<file path="config.mk">
export PLATFORM = sky130hd
export DESIGN_NAME = multiturn_encoder_tracker
export DESIGN_NICKNAME = d
export VERILOG_FILES = /design/src/hw/rtl/mte_pkg.sv /design/src/hw/rtl/multiturn_encoder_tracker.sv
export SDC_FILE = /design/constraint.sdc
export NUM_CORES = 2
export LEC_CHECK = 0
export ABC_CLOCK_PERIOD_IN_PS = 9100
export BUFFER_PORTS_ARGS = -buffer_cell sky130_fd_sc_hd__buf_2
export CAP_MARGIN = 40
export CORE_MARGIN = 10
export CORE_UTILIZATION = 45
export CTS_CLUSTER_SIZE = 10
export DETAILED_ROUTE_END_ITERATION = 8
export PLACE_DENSITY = 0.62
export SLEW_MARGIN = 20
export SYNTH_ARGS = -nofsm -noshare
export SYNTH_HDL_FRONTEND = slang
export SYNTH_SLANG_ARGS = --single-unit
export TNS_END_PERCENT = 10
</file>
<file path="constraint.sdc">
create_clock -name i_clk -period 9.1 [get_ports i_clk]
set_input_delay 2.73 -clock i_clk [delete_from_list [all_inputs] [get_ports i_clk]]
set_output_delay 2.73 -clock i_clk [all_outputs]
set_load 0.01 [all_outputs]
</file>
<file path="src/hw/rtl/mte_pkg.sv">
// Constants, widths and register indexes for the multi-turn encoder tracker.
package mte_pkg;

    localparam int DEF_BLOCK        = 8;
    localparam int DEF_ENCODER_BITS = 13;

    localparam int SCALE_W  = 24;
    localparam int CALMSG_W = 8;
    localparam int TURN_W   = 24;
    localparam int CONT_W   = 37;
    localparam int ANGLE_W  = 48;
    localparam int RATE_W   = 14;
    localparam int SEEN_W   = 8;

    localparam logic [SCALE_W-1:0]  DEF_DEG_PER_COUNT = 24'd38804;
    localparam logic [CALMSG_W-1:0] DEF_CAL_MESSAGES  = 8'd50;

    localparam logic signed [TURN_W-1:0] TURN_MAX = 24'sh7FFFFF;
    localparam logic signed [TURN_W-1:0] TURN_MIN = 24'sh800000;

    localparam int CFG_IDX_W  = 1;
    localparam int CFG_DATA_W = SCALE_W;

    typedef enum logic [CFG_IDX_W-1:0] {
        CFG_DEG_PER_COUNT = 1'b0,
        CFG_CAL_MESSAGES  = 1'b1
    } t_cfg_idx;

endpackage

</file>
<file path="src/hw/rtl/multiturn_encoder_tracker.sv">
// Multi-turn encoder tracker: calibration, unwrap, turn count, scaled angle, block mean.
//
//  channel | direction | handshake                 | payload
//  --------+-----------+---------------------------+-----------------------------------
//  in      | sink      | i_in_valid / o_in_ready   | i_raw_angle
//  out     | source    | o_out_valid / i_out_ready | calibrating .. mean_updated
//  cfg     | sink      | i_cfg_valid / o_cfg_ready | i_cfg_index, i_cfg_data
//
//  One beat per cycle in and out unless the output stalls. Results come from
//  a six-register pipeline, the angle path split into two partial products of the
//  38-bit count magnitude by the 24-bit scale. Tracker state updates at the input beat.
//  Each stage moves when the next one is empty or moving, so bubbles absorb stalls.
//  Synchronous active-low reset clears state, config to defaults, and all valid bits.
module multiturn_encoder_tracker #(
    parameter int BLOCK        = mte_pkg::DEF_BLOCK,
    parameter int ENCODER_BITS = mte_pkg::DEF_ENCODER_BITS
) (
    input  logic                                  i_clk,
    input  logic                                  i_rst_n,
    input  logic                                  i_in_valid,
    output logic                                  o_in_ready,
    input  logic [ENCODER_BITS-1:0]               i_raw_angle,
    output logic                                  o_out_valid,
    input  logic                                  i_out_ready,
    output logic                                  o_calibrating,
    output logic signed [mte_pkg::TURN_W-1:0]     o_turn_count,
    output logic signed [mte_pkg::CONT_W-1:0]     o_continuous_count,
    output logic signed [mte_pkg::ANGLE_W-1:0]    o_angle_q8,
    output logic signed [mte_pkg::RATE_W-1:0]     o_step_rate,
    output logic signed [mte_pkg::RATE_W-1:0]     o_mean_rate,
    output logic                                  o_mean_updated,
    input  logic                                  i_cfg_valid,
    output logic                                  o_cfg_ready,
    input  logic [mte_pkg::CFG_IDX_W-1:0]         i_cfg_index,
    input  logic [mte_pkg::CFG_DATA_W-1:0]        i_cfg_data
);
    import mte_pkg::*;

    localparam int EB       = ENCODER_BITS;
    localparam int RATE_IW  = EB + 1;
    localparam int SUM_W    = EB + 1 + $clog2(BLOCK);
    localparam int FILL_W   = (BLOCK > 1) ? $clog2(BLOCK) : 1;
    localparam int DELTA_W  = TURN_W + EB + 1;
    localparam int LO_W     = 18;
    localparam int HI_W     = DELTA_W - LO_W;
    localparam int PLO_W    = LO_W + SCALE_W;
    localparam int PHI_W    = HI_W + SCALE_W;
    localparam int PROD_W   = DELTA_W + SCALE_W;
    localparam int QUO_W    = PROD_W - 16;
    localparam int ANG_IW   = QUO_W + 1;
    localparam int RECIP_SH = SUM_W + $clog2(BLOCK);
    localparam int RECIP_W  = RECIP_SH + 1;
    localparam int MPROD_W  = SUM_W + RECIP_W;
    localparam int NSTG     = 6;

    localparam logic signed [RATE_IW-1:0] HALF_TURN = RATE_IW'(longint'(1) << (EB - 1));
    localparam logic signed [RATE_IW-1:0] FULL_TURN = RATE_IW'(longint'(1) << EB);
    localparam logic [FILL_W-1:0]         FILL_LAST = FILL_W'(BLOCK - 1);
    // ceil(2^RECIP_SH / BLOCK): exact quotient for every sum magnitude
    localparam logic [RECIP_W-1:0] RECIP =
        RECIP_W'(((longint'(1) << RECIP_SH) + longint'(BLOCK) - 1) / longint'(BLOCK));

    // configuration
    logic [SCALE_W-1:0]  r_scale;
    logic [CALMSG_W-1:0] r_cal_msgs;

    // tracker state
    logic [EB-1:0]              r_bias;
    logic [EB-1:0]              r_prev;
    logic signed [TURN_W-1:0]   r_turns;
    logic signed [SUM_W-1:0]    r_sum;
    logic [FILL_W-1:0]          r_fill;
    logic [SEEN_W-1:0]          r_seen;
    logic signed [RATE_IW-1:0]  r_mean;

    // pipeline control
    logic [NSTG-1:0] r_vld;
    logic [NSTG-1:0] w_adv;
    logic            w_in_fire;

    // stage 0
    logic                       r0_calib, r0_upd;
    logic signed [TURN_W-1:0]   r0_turns;
    logic [EB-1:0]              r0_raw, r0_bias;
    logic signed [RATE_IW-1:0]  r0_rate;
    logic signed [SUM_W-1:0]    r0_sum;
    // stage 1
    logic                       r1_calib, r1_upd, r1_sum_neg;
    logic signed [TURN_W-1:0]   r1_turns;
    logic [EB-1:0]              r1_raw;
    logic signed [RATE_IW-1:0]  r1_rate;
    logic signed [DELTA_W-1:0]  r1_delta;
    logic [SUM_W-1:0]           r1_sum_mag;
    // stage 2
    logic                       r2_calib, r2_upd, r2_sum_neg, r2_neg;
    logic signed [TURN_W-1:0]   r2_turns;
    logic [EB-1:0]              r2_raw;
    logic signed [RATE_IW-1:0]  r2_rate;
    logic [DELTA_W-1:0]         r2_mag;
    logic [MPROD_W-1:0]         r2_mprod;
    // stage 3
    logic                       r3_calib, r3_upd, r3_neg;
    logic signed [TURN_W-1:0]   r3_turns;
    logic [EB-1:0]              r3_raw;
    logic signed [RATE_IW-1:0]  r3_rate, r3_mean;
    logic [PLO_W-1:0]           r3_plo;
    logic [PHI_W-1:0]           r3_phi;
    // stage 4
    logic                       r4_calib, r4_upd, r4_neg, r4_lownz;
    logic signed [TURN_W-1:0]   r4_turns;
    logic [EB-1:0]              r4_raw;
    logic signed [RATE_IW-1:0]  r4_rate, r4_mean;
    logic [PROD_W-1:0]          r4_prod;
    // stage 5, output register
    logic                       r5_calib, r5_upd;
    logic signed [TURN_W-1:0]   r5_turns;
    logic [EB-1:0]              r5_raw;
    logic signed [RATE_IW-1:0]  r5_rate, r5_mean;
    logic signed [ANG_IW-1:0]   r5_angle;

    // input-side next values
    logic                       n_calib, n_last;
    logic signed [RATE_IW-1:0]  n_diff, n_rate;
    logic signed [TURN_W-1:0]   n_turns;
    logic signed [SUM_W-1:0]    n_sum;
    logic signed [RATE_IW-1:0]  n_mean;
    logic [QUO_W-1:0]           n_quo;
    logic signed [ANG_IW-1:0]   n_quo_s, n_angle;

    // ---------------- handshake ----------------
    always_comb begin
        w_adv[NSTG-1] = !r_vld[NSTG-1] || i_out_ready;
        for (int k = NSTG - 2; k >= 0; k--) begin
            w_adv[k] = !r_vld[k] || w_adv[k+1];
        end
    end

    assign o_in_ready  = w_adv[0];
    assign w_in_fire   = i_in_valid && o_in_ready;
    assign o_out_valid = r_vld[NSTG-1];
    assign o_cfg_ready = 1'b1;

    always_ff @(posedge i_clk) begin
        if (!i_rst_n) begin
            r_vld <= '0;
        end else begin
            for (int k = 0; k < NSTG; k++) begin
                if (w_adv[k]) begin
                    r_vld[k] <= (k == 0) ? w_in_fire : r_vld[(k > 0) ? k - 1 : 0];
                end
            end
        end
    end

    // ---------------- configuration ----------------
    always_ff @(posedge i_clk) begin
        if (!i_rst_n) begin
            r_scale    <= DEF_DEG_PER_COUNT;
            r_cal_msgs <= DEF_CAL_MESSAGES;
        end else if (i_cfg_valid) begin
            unique case (t_cfg_idx'(i_cfg_index))
                CFG_DEG_PER_COUNT: r_scale    <= i_cfg_data[SCALE_W-1:0];
                CFG_CAL_MESSAGES:  r_cal_msgs <= i_cfg_data[CALMSG_W-1:0];
            endcase
        end
    end

    // ---------------- unwrap and state update ----------------
    always_comb begin
        n_calib = r_seen < SEEN_W'(r_cal_msgs);
        n_diff  = RATE_IW'({1'b0, i_raw_angle} - {1'b0, r_prev});
        n_turns = r_turns;
        // rate always lands within half a turn, so the add/sub may wrap at RATE_IW bits
        if (n_diff < -HALF_TURN) begin
            n_rate = n_diff + FULL_TURN;
            if (r_turns != TURN_MAX) n_turns = r_turns + TURN_W'(1);
        end else if (n_diff > HALF_TURN) begin
            n_rate = n_diff - FULL_TURN;
            if (r_turns != TURN_MIN) n_turns = r_turns - TURN_W'(1);
        end else begin
            n_rate = n_diff;
        end
        n_sum  = r_sum + SUM_W'(n_rate);
        n_last = r_fill == FILL_LAST;
    end

    always_ff @(posedge i_clk) begin
        if (!i_rst_n) begin
            r_bias  <= '0;
            r_prev  <= '0;
            r_turns <= '0;
            r_sum   <= '0;
            r_fill  <= '0;
            r_seen  <= '0;
        end else if (w_in_fire) begin
            if (r_seen != '1) r_seen <= r_seen + SEEN_W'(1);
            r_prev <= i_raw_angle;
            if (n_calib) begin
                r_bias <= i_raw_angle;
            end else begin
                r_turns <= n_turns;
                r_sum   <= n_last ? '0 : n_sum;
                r_fill  <= n_last ? '0 : r_fill + FILL_W'(1);
            end
        end
    end

    always_ff @(posedge i_clk) begin
        if (w_adv[0]) begin
            r0_calib <= n_calib;
            r0_upd   <= !n_calib && n_last;
            r0_turns <= n_calib ? r_turns : n_turns;
            r0_raw   <= i_raw_angle;
            r0_bias  <= n_calib ? i_raw_angle : r_bias;
            r0_rate  <= n_calib ? '0 : n_rate;
            r0_sum   <= n_sum;
        end
    end

    // ---------------- stage 1: count from bias, sum magnitude ----------------
    always_ff @(posedge i_clk) begin
        if (w_adv[1]) begin
            r1_calib   <= r0_calib;
            r1_upd     <= r0_upd;
            r1_turns   <= r0_turns;
            r1_raw     <= r0_raw;
            r1_rate    <= r0_rate;
            r1_delta   <= DELTA_W'(signed'({r0_turns, {EB{1'b0}}}))
                        + DELTA_W'(signed'({1'b0, r0_raw} - {1'b0, r0_bias}));
            r1_sum_neg <= r0_sum[SUM_W-1];
            r1_sum_mag <= r0_sum[SUM_W-1] ? SUM_W'(-r0_sum) : SUM_W'(r0_sum);
        end
    end

    // ---------------- stage 2: magnitude, mean reciprocal product ----------------
    always_ff @(posedge i_clk) begin
        if (w_adv[2]) begin
            r2_calib   <= r1_calib;
            r2_upd     <= r1_upd;
            r2_turns   <= r1_turns;
            r2_raw     <= r1_raw;
            r2_rate    <= r1_rate;
            r2_neg     <= r1_delta[DELTA_W-1];
            r2_mag     <= r1_delta[DELTA_W-1] ? DELTA_W'(-r1_delta) : DELTA_W'(r1_delta);
            r2_sum_neg <= r1_sum_neg;
            r2_mprod   <= MPROD_W'(r1_sum_mag) * MPROD_W'(RECIP);
        end
    end

    // ---------------- stage 3: partial products, block mean ----------------
    always_comb begin
        n_mean = RATE_IW'(r2_mprod >> RECIP_SH);
        if (r2_sum_neg) n_mean = -n_mean;
        if (!r2_upd) n_mean = r_mean;
    end

    always_ff @(posedge i_clk) begin
        if (!i_rst_n) begin
            r_mean <= '0;
        end else if (w_adv[3] && r_vld[2] && r2_upd) begin
            r_mean <= n_mean;
        end
    end

    always_ff @(posedge i_clk) begin
        if (w_adv[3]) begin
            r3_calib <= r2_calib;
            r3_upd   <= r2_upd;
            r3_turns <= r2_turns;
            r3_raw   <= r2_raw;
            r3_rate  <= r2_rate;
            r3_mean  <= n_mean;
            r3_neg   <= r2_neg;
            r3_plo   <= PLO_W'(r2_mag[LO_W-1:0]) * PLO_W'(r_scale);
            r3_phi   <= PHI_W'(r2_mag[DELTA_W-1:LO_W]) * PHI_W'(r_scale);
        end
    end

    // ---------------- stage 4: combine partial products ----------------
    always_ff @(posedge i_clk) begin
        if (w_adv[4]) begin
            r4_calib <= r3_calib;
            r4_upd   <= r3_upd;
            r4_turns <= r3_turns;
            r4_raw   <= r3_raw;
            r4_rate  <= r3_rate;
            r4_mean  <= r3_mean;
            r4_neg   <= r3_neg;
            // low 16 product bits come only from the low partial product
            r4_lownz <= |r3_plo[15:0];
            r4_prod  <= (PROD_W'(r3_phi) << LO_W) + PROD_W'(r3_plo);
        end
    end

    // ---------------- stage 5: Q8 shift, floor for negative ----------------
    always_comb begin
        n_quo   = r4_prod[PROD_W-1:16];
        n_quo_s = signed'({1'b0, n_quo});
        if (!r4_neg)       n_angle = n_quo_s;
        else if (r4_lownz) n_angle = ~n_quo_s;   // -(q + 1)
        else               n_angle = -n_quo_s;
    end

    always_ff @(posedge i_clk) begin
        if (w_adv[5]) begin
            r5_calib <= r4_calib;
            r5_upd   <= r4_upd;
            r5_turns <= r4_turns;
            r5_raw   <= r4_raw;
            r5_rate  <= r4_rate;
            r5_mean  <= r4_mean;
            r5_angle <= n_angle;
        end
    end

    assign o_calibrating      = r5_calib;
    assign o_turn_count       = r5_turns;
    assign o_continuous_count = CONT_W'(signed'({r5_turns, r5_raw}));
    assign o_angle_q8         = ANGLE_W'(r5_angle);
    assign o_step_rate        = RATE_W'(r5_rate);
    assign o_mean_rate        = RATE_W'(r5_mean);
    assign o_mean_updated     = r5_upd;

endmodule

</file>
==> report_table.html <==
<table>
<tr><th>Metric</th><th>Value</th></tr>
<tr><th colspan="2">Routing</th></tr>
<tr><td>Total number of vias</td><td>41,570</td></tr>
<tr><td>Routed wire length per instance</td><td>19.25 um</td></tr>
<tr><td>Post-route antenna net violation count</td><td>0</td></tr>
<tr><td>Routed WL</td><td>about 150 mm</td></tr>
<tr><td>Routed via count divided by cell count</td><td>around 5.2</td></tr>
<tr><td>Detailed-router iteration count before antenna repair</td><td>5</td></tr>
<tr><td>Drc violations</td><td>0</td></tr>
<tr><td>DR iter-0 viols</td><td>between 2,000 and 3,000</td></tr>
<tr><th colspan="2">Timing</th></tr>
<tr><td>Fin. Hold Viols</td><td>0</td></tr>
<tr><td>Total Negative Setup Slacks</td><td>0 ns</td></tr>
<tr><td>Setup Viol. Count Final</td><td>0</td></tr>
<tr><td>Max-slew headroom at the worst pin</td><td>38.80%</td></tr>
<tr><td>Upper clock frequency limit</td><td>approximately 130 MHz</td></tr>
<tr><td>Pin slew with the least headroom to its limit</td><td>approximately 0.92 ns</td></tr>
<tr><td>Final Max Slew Viols</td><td>0</td></tr>
<tr><td>Final cycle utilization of the critical path</td><td>between 80% and 90%</td></tr>
<tr><td>Unrepaired setup endpoints after global routing</td><td>no</td></tr>
<tr><td>Minimum period implied by the final worst setup slack</td><td>between 7 and 8 ns</td></tr>
<tr><td>Clock tree skew after final layout</td><td>between 0.05 and 0.06 ns</td></tr>
<tr><th colspan="2">Cells and area</th></tr>
<tr><td>Fill cell total of the finished layout</td><td>12,650</td></tr>
<tr><td>Register area</td><td>between 20,000 and 25,000 um2</td></tr>
<tr><td>Post-synthesis to final-layout area growth</td><td>10.37%</td></tr>
<tr><td>Number of nets in the layout</td><td>7,214</td></tr>
<tr><td>Multi-input gate area in the final layout</td><td>about 35,000 um2</td></tr>
<tr><td>Fraction of layout instances using a drive strength above 1</td><td>a little under 8%</td></tr>
<tr><th colspan="2">Synth</th></tr>
<tr><td>Share of Yosys cell area claimed by the top area cell type</td><td>between 30% and 40%</td></tr>
<tr><td>Most area-consuming cells after synthesis</td><td>sky130_fd_sc_hd__edfxtp_1 (32%), sky130_fd_sc_hd__fa_1 (24%), sky130_fd_sc_hd__ha_1 (7.5%)</td></tr>
<tr><td>Count leader, synth</td><td>sky130_fd_sc_hd__inv_1</td></tr>
<tr><td>Number of warnings printed during yosys synthesis</td><td>0</td></tr>
<tr><td>Cell count after synthesis</td><td>a little under 6,000</td></tr>
<tr><td>Proportion of register bits with asynchronous set or reset after synthesis</td><td>0%</td></tr>
<tr><td>Sequential element share of the synthesized area</td><td>between 30% and 40%</td></tr>
<tr><td>Average size of a mapped cell</td><td>10.66 um2</td></tr>
<tr><td>Largest area contributor in the synthesized netlist</td><td>sky130_fd_sc_hd__edfxtp_1</td></tr>
<tr><td>Flop and latch count out of synthesis</td><td>about 800</td></tr>
<tr><td>Number of distinct library cell variants in the gate-level netlist after synthesis</td><td>80</td></tr>
<tr><td>Syn_nets</td><td>approximately 7,100</td></tr>
<tr><td>Cell area after technology mapping</td><td>about 63,000 um2</td></tr>
<tr><td>Leading cell types by count after synthesis</td><td>sky130_fd_sc_hd__inv_1 (971), sky130_fd_sc_hd__nand2_1 (809), sky130_fd_sc_hd__fa_1 (749)</td></tr>
<tr><td>Number of enable flip-flop cells after synthesis</td><td>~680</td></tr>
<tr><td>Most instantiated flip-flop cell in the synthesis netlist</td><td>sky130_fd_sc_hd__edfxtp_1</td></tr>
<tr><th colspan="2">Floorplanning</th></tr>
<tr><td>Die width</td><td>slightly below 400 um</td></tr>
<tr><td>Number of placement rows</td><td>around 140</td></tr>
<tr><td>Die Footprint</td><td>roughly 160,000 um2</td></tr>
<tr><td>Placeable core region</td><td>139,200 um2</td></tr>
<tr><td>Die Ht</td><td>approximately 390 um</td></tr>
<tr><td>Number of top-level design ports</td><td>~190</td></tr>
<tr><td>Effective utilization at floorplan</td><td>45.23%</td></tr>
<tr><th colspan="2">Outcome</th></tr>
<tr><td>Outcome</td><td>finished, final reports clean</td></tr>
<tr><th colspan="2">Clock tree</th></tr>
<tr><td>Worst-Skew Late Latency</td><td>around 0.74 ns</td></tr>
<tr><td>Clock tree from TritonCTS</td><td>built</td></tr>
<tr><td>Clock buffer count from CTS</td><td>95</td></tr>
<tr><td>Cells resized by post-CTS repair</td><td>0</td></tr>
<tr><td>CTS clock-pin slew for the worst setup and hold paths</td><td>around 0.060 ns</td></tr>
<tr><td>Post-CTS Setup Inserts</td><td>0</td></tr>
<tr><td>Count of hold buffers inserted by post-cts repair</td><td>0</td></tr>
<tr><td>Worst-case clock buffer depth</td><td>3</td></tr>
<tr><td>H-tree depth reported by CTS</td><td>3</td></tr>
<tr><td>Cell at the root of the clock tree</td><td>sky130_fd_sc_hd__clkbuf_16</td></tr>
<tr><td>Clock Sink Count</td><td>roughly 810</td></tr>
<tr><th colspan="2">Critical path</th></tr>
<tr><td>Maximum fanout along the worst path</td><td>13</td></tr>
<tr><td>Arr. time, crit path</td><td>between 8 and 9 ns</td></tr>
<tr><td>FF-to-FF setup slack</td><td>between 1 and 1.5 ns</td></tr>
<tr><td>Worst Path Required</td><td>~9.6 ns</td></tr>
<tr><td>CP endpoint kind</td><td>flop</td></tr>
<tr><td>Startpoint type of the worst setup path</td><td>flop</td></tr>
<tr><td>Delay contributed by the slowest stage of the critical path</td><td>approximately 0.8 ns</td></tr>
<tr><td>Crit Reg-Reg Startpoint</td><td>r_scale[16]</td></tr>
<tr><td>Critical Path Most Common Cell</td><td>sky130_fd_sc_hd__fa_1</td></tr>
<tr><td>Crit-path cells</td><td>buf_4 -&gt; and2_1 -&gt; fa_1 -&gt; fa_1 -&gt; inv_1 -&gt; fa_1 -&gt; inv_1 -&gt; fa_1 -&gt; fa_1 -&gt; fa_1 -&gt; fa_1 -&gt; ha_1 -&gt; a21oi_1 -&gt; a21boi_0 -&gt; a311oi_1 -&gt; nor3b_1 -&gt; a211oi_1 -&gt; o311ai_0 -&gt; a21oi_1 -&gt; a211o_1 -&gt; a21oi_1 -&gt; xnor2_1</td></tr>
<tr><td>Worst reg2reg endpoint</td><td>r3_phi[42]</td></tr>
<tr><td>Cell count of the worst reg-to-reg path</td><td>22</td></tr>
<tr><td>Category of the critical setup timing path</td><td>flop to flop</td></tr>
<tr><td>Slowest library cell on the worst path</td><td>sky130_fd_sc_hd__dfxtp_1</td></tr>
<tr><th colspan="2">Global routing</th></tr>
<tr><td>Via count of the first global-routing pass</td><td>around 44,000</td></tr>
<tr><td>Global route overflow</td><td>0</td></tr>
<tr><td>Antenna violations before repair</td><td>8</td></tr>
<tr><td>Wire length of the first global-routing pass</td><td>~250 mm</td></tr>
<tr><td>Global Route Usage Sum</td><td>between 10% and 20%</td></tr>
<tr><td>Pin count of the biggest net entering global routing</td><td>75</td></tr>
<tr><th colspan="2">Min path</th></tr>
<tr><td>Hold Path Stages</td><td>0</td></tr>
<tr><td>Source of the worst hold timing path</td><td>r4_raw[7]</td></tr>
<tr><td>Worst Hold End</td><td>r5_raw[7]</td></tr>
<tr><td>Path category of the worst min-delay check</td><td>flop to flop</td></tr>
<tr><th colspan="2">Place</th></tr>
<tr><td>DP Wirelength</td><td>117.5 mm</td></tr>
<tr><td>Gp weighted congestion</td><td>~0.88</td></tr>
<tr><td>Count of input and output buffers</td><td>183</td></tr>
<tr><th colspan="2">Run</th></tr>
<tr><td>Max-capacitance violation count</td><td>0</td></tr>
</table>
## metal layers
metal	up-vias	global-route usage [%]	routed length (um)
met5	-	0	25
met4	4	5.487	4197
met3	231	3.968	11310
met2	1310	32.43	71660
met1	20740	27.00	66810
li1	19290	-	-
## cell families (layout without fill, tap and decap cells)
logic type | Yosys count | after routing | synth area share, %
other | 1 | 3 | 0.005956
DFF | 809 | 809 | 36.52
xor gates and xnor gates | 293 | 293 | 4.076
adders and majority gates | 1125 | 1125 | 31.29
AOI/OAI and AO/OA | 650 | 650 | 6.693
buffers and inverters | 1243 | 1459 | 7.568
and+or+nand+nor | 1772 | 1772 | 13.64
muxes | 13 | 13 | 0.2107
## final cells by class
type                            count  area share, %
Multi-Input combinational cell   3854          50.74
Sequential cell                   809          33.09
Inverter                          972          5.270
Clock buffer                      159          3.824
Tap cell                         1876          3.378
Timing Repair Buffer              314          3.290
Clock inverter                     14         0.4033
Antenna cell                        2       0.007202
## registers in the layout (all words and copies together) (netlist names), 17 cells and up
signal,cells
r_sum,17
o_turn_count,24
r4_prod,46
r2_turns,24
r3_turns,24
r_turns,24
r2_mag,38
r_scale,24
r4_turns,24
r3_phi,44
r1_delta,38
r0_turns,24
r5_angle,47
r0_sum,17
r3_plo,42
r1_turns,24
## critical path: cells and delay by family, from the launching register on
kind	cells	cell delay, ns
buffers and inverters	3	0.44
and+or+nand+nor	2	0.51
adders and majority gates	8	3.77
DFF	1	0.81
xor gates and xnor gates	1	0.09
AOI/OAI and AO/OA	8	2.01
## cell usage in the layout (no fill, tap or decap), types with 16 or more instances in the layout
cell type and count:
sky130_fd_sc_hd__inv_1 967, sky130_fd_sc_hd__o31ai_1 39, sky130_fd_sc_hd__nand2b_1 46, sky130_fd_sc_hd__and2_1 408, sky130_fd_sc_hd__nor2_1 204, sky130_fd_sc_hd__ha_1 376, sky130_fd_sc_hd__nor4_1 16, sky130_fd_sc_hd__edfxtp_1 679
sky130_fd_sc_hd__nor3_1 55, sky130_fd_sc_hd__clkbuf_16 95, sky130_fd_sc_hd__o21ai_0 118, sky130_fd_sc_hd__fa_1 749, sky130_fd_sc_hd__nand2_1 807, sky130_fd_sc_hd__a31oi_1 21, sky130_fd_sc_hd__o21bai_1 21, sky130_fd_sc_hd__dfxtp_1 129
sky130_fd_sc_hd__a21o_1 54, sky130_fd_sc_hd__buf_8 27, sky130_fd_sc_hd__a211oi_1 22, sky130_fd_sc_hd__buf_4 91, sky130_fd_sc_hd__clkbuf_1 60, sky130_fd_sc_hd__nor2b_1 32, sky130_fd_sc_hd__xor2_1 68, sky130_fd_sc_hd__buf_2 183
sky130_fd_sc_hd__o21a_1 37, sky130_fd_sc_hd__o41ai_1 16, sky130_fd_sc_hd__a21oi_1 196, sky130_fd_sc_hd__or3_1 23, sky130_fd_sc_hd__nand3_1 55, sky130_fd_sc_hd__xnor2_1 225, sky130_fd_sc_hd__and3_1 32, sky130_fd_sc_hd__or4_1 23
## worst max path at each step
| stage | start | end | slack (ns) | cells past startpoint |
|---|---|---|---|---|
| 6_report | r_scale[16] | r3_phi[42] | 1.17 | 22 |
| 5_1_grt | r_scale[9] | r3_plo[40] | 0.86 | 24 |
| 4_1_cts | r2_mag[23] | r3_phi[42] | 1.16 | 23 |
| 3_5_place_dp | r2_mag[23] | r3_phi[42] | 1.18 | 23 |
| 3_3_place_gp | r_scale[11] | r3_phi[42] | 1.17 | 23 |
| 2_1_floorplan | i_out_ready | o_in_ready | 0.93 | 5 |
## per-stage QoR
| stage | hold WS, ns | utilization (%) | area (um2) | instances | worst slack [ns] |
|---|---|---|---|---|---|
| floorplan | 0.4003 | - | 62960 | 5906 | 0.9295 |
| global placement | 0.4008 | 47.33 | 65870 | 7785 | 1.174 |
| detailed placement | 0.4045 | 47.69 | 66380 | 7814 | 1.178 |
| CTS | 0.3678 | 49.80 | 69320 | 7987 | 1.162 |
| global route | 0.3736 | 49.92 | 69490 | 7999 | 0.8571 |
| finish | 0.3754 | 49.93 | 69490 | 8000 | 1.173 |
Power is not shown: default switching activity piles up to over one toggle a cycle in this logic, so the estimate is an artifact.
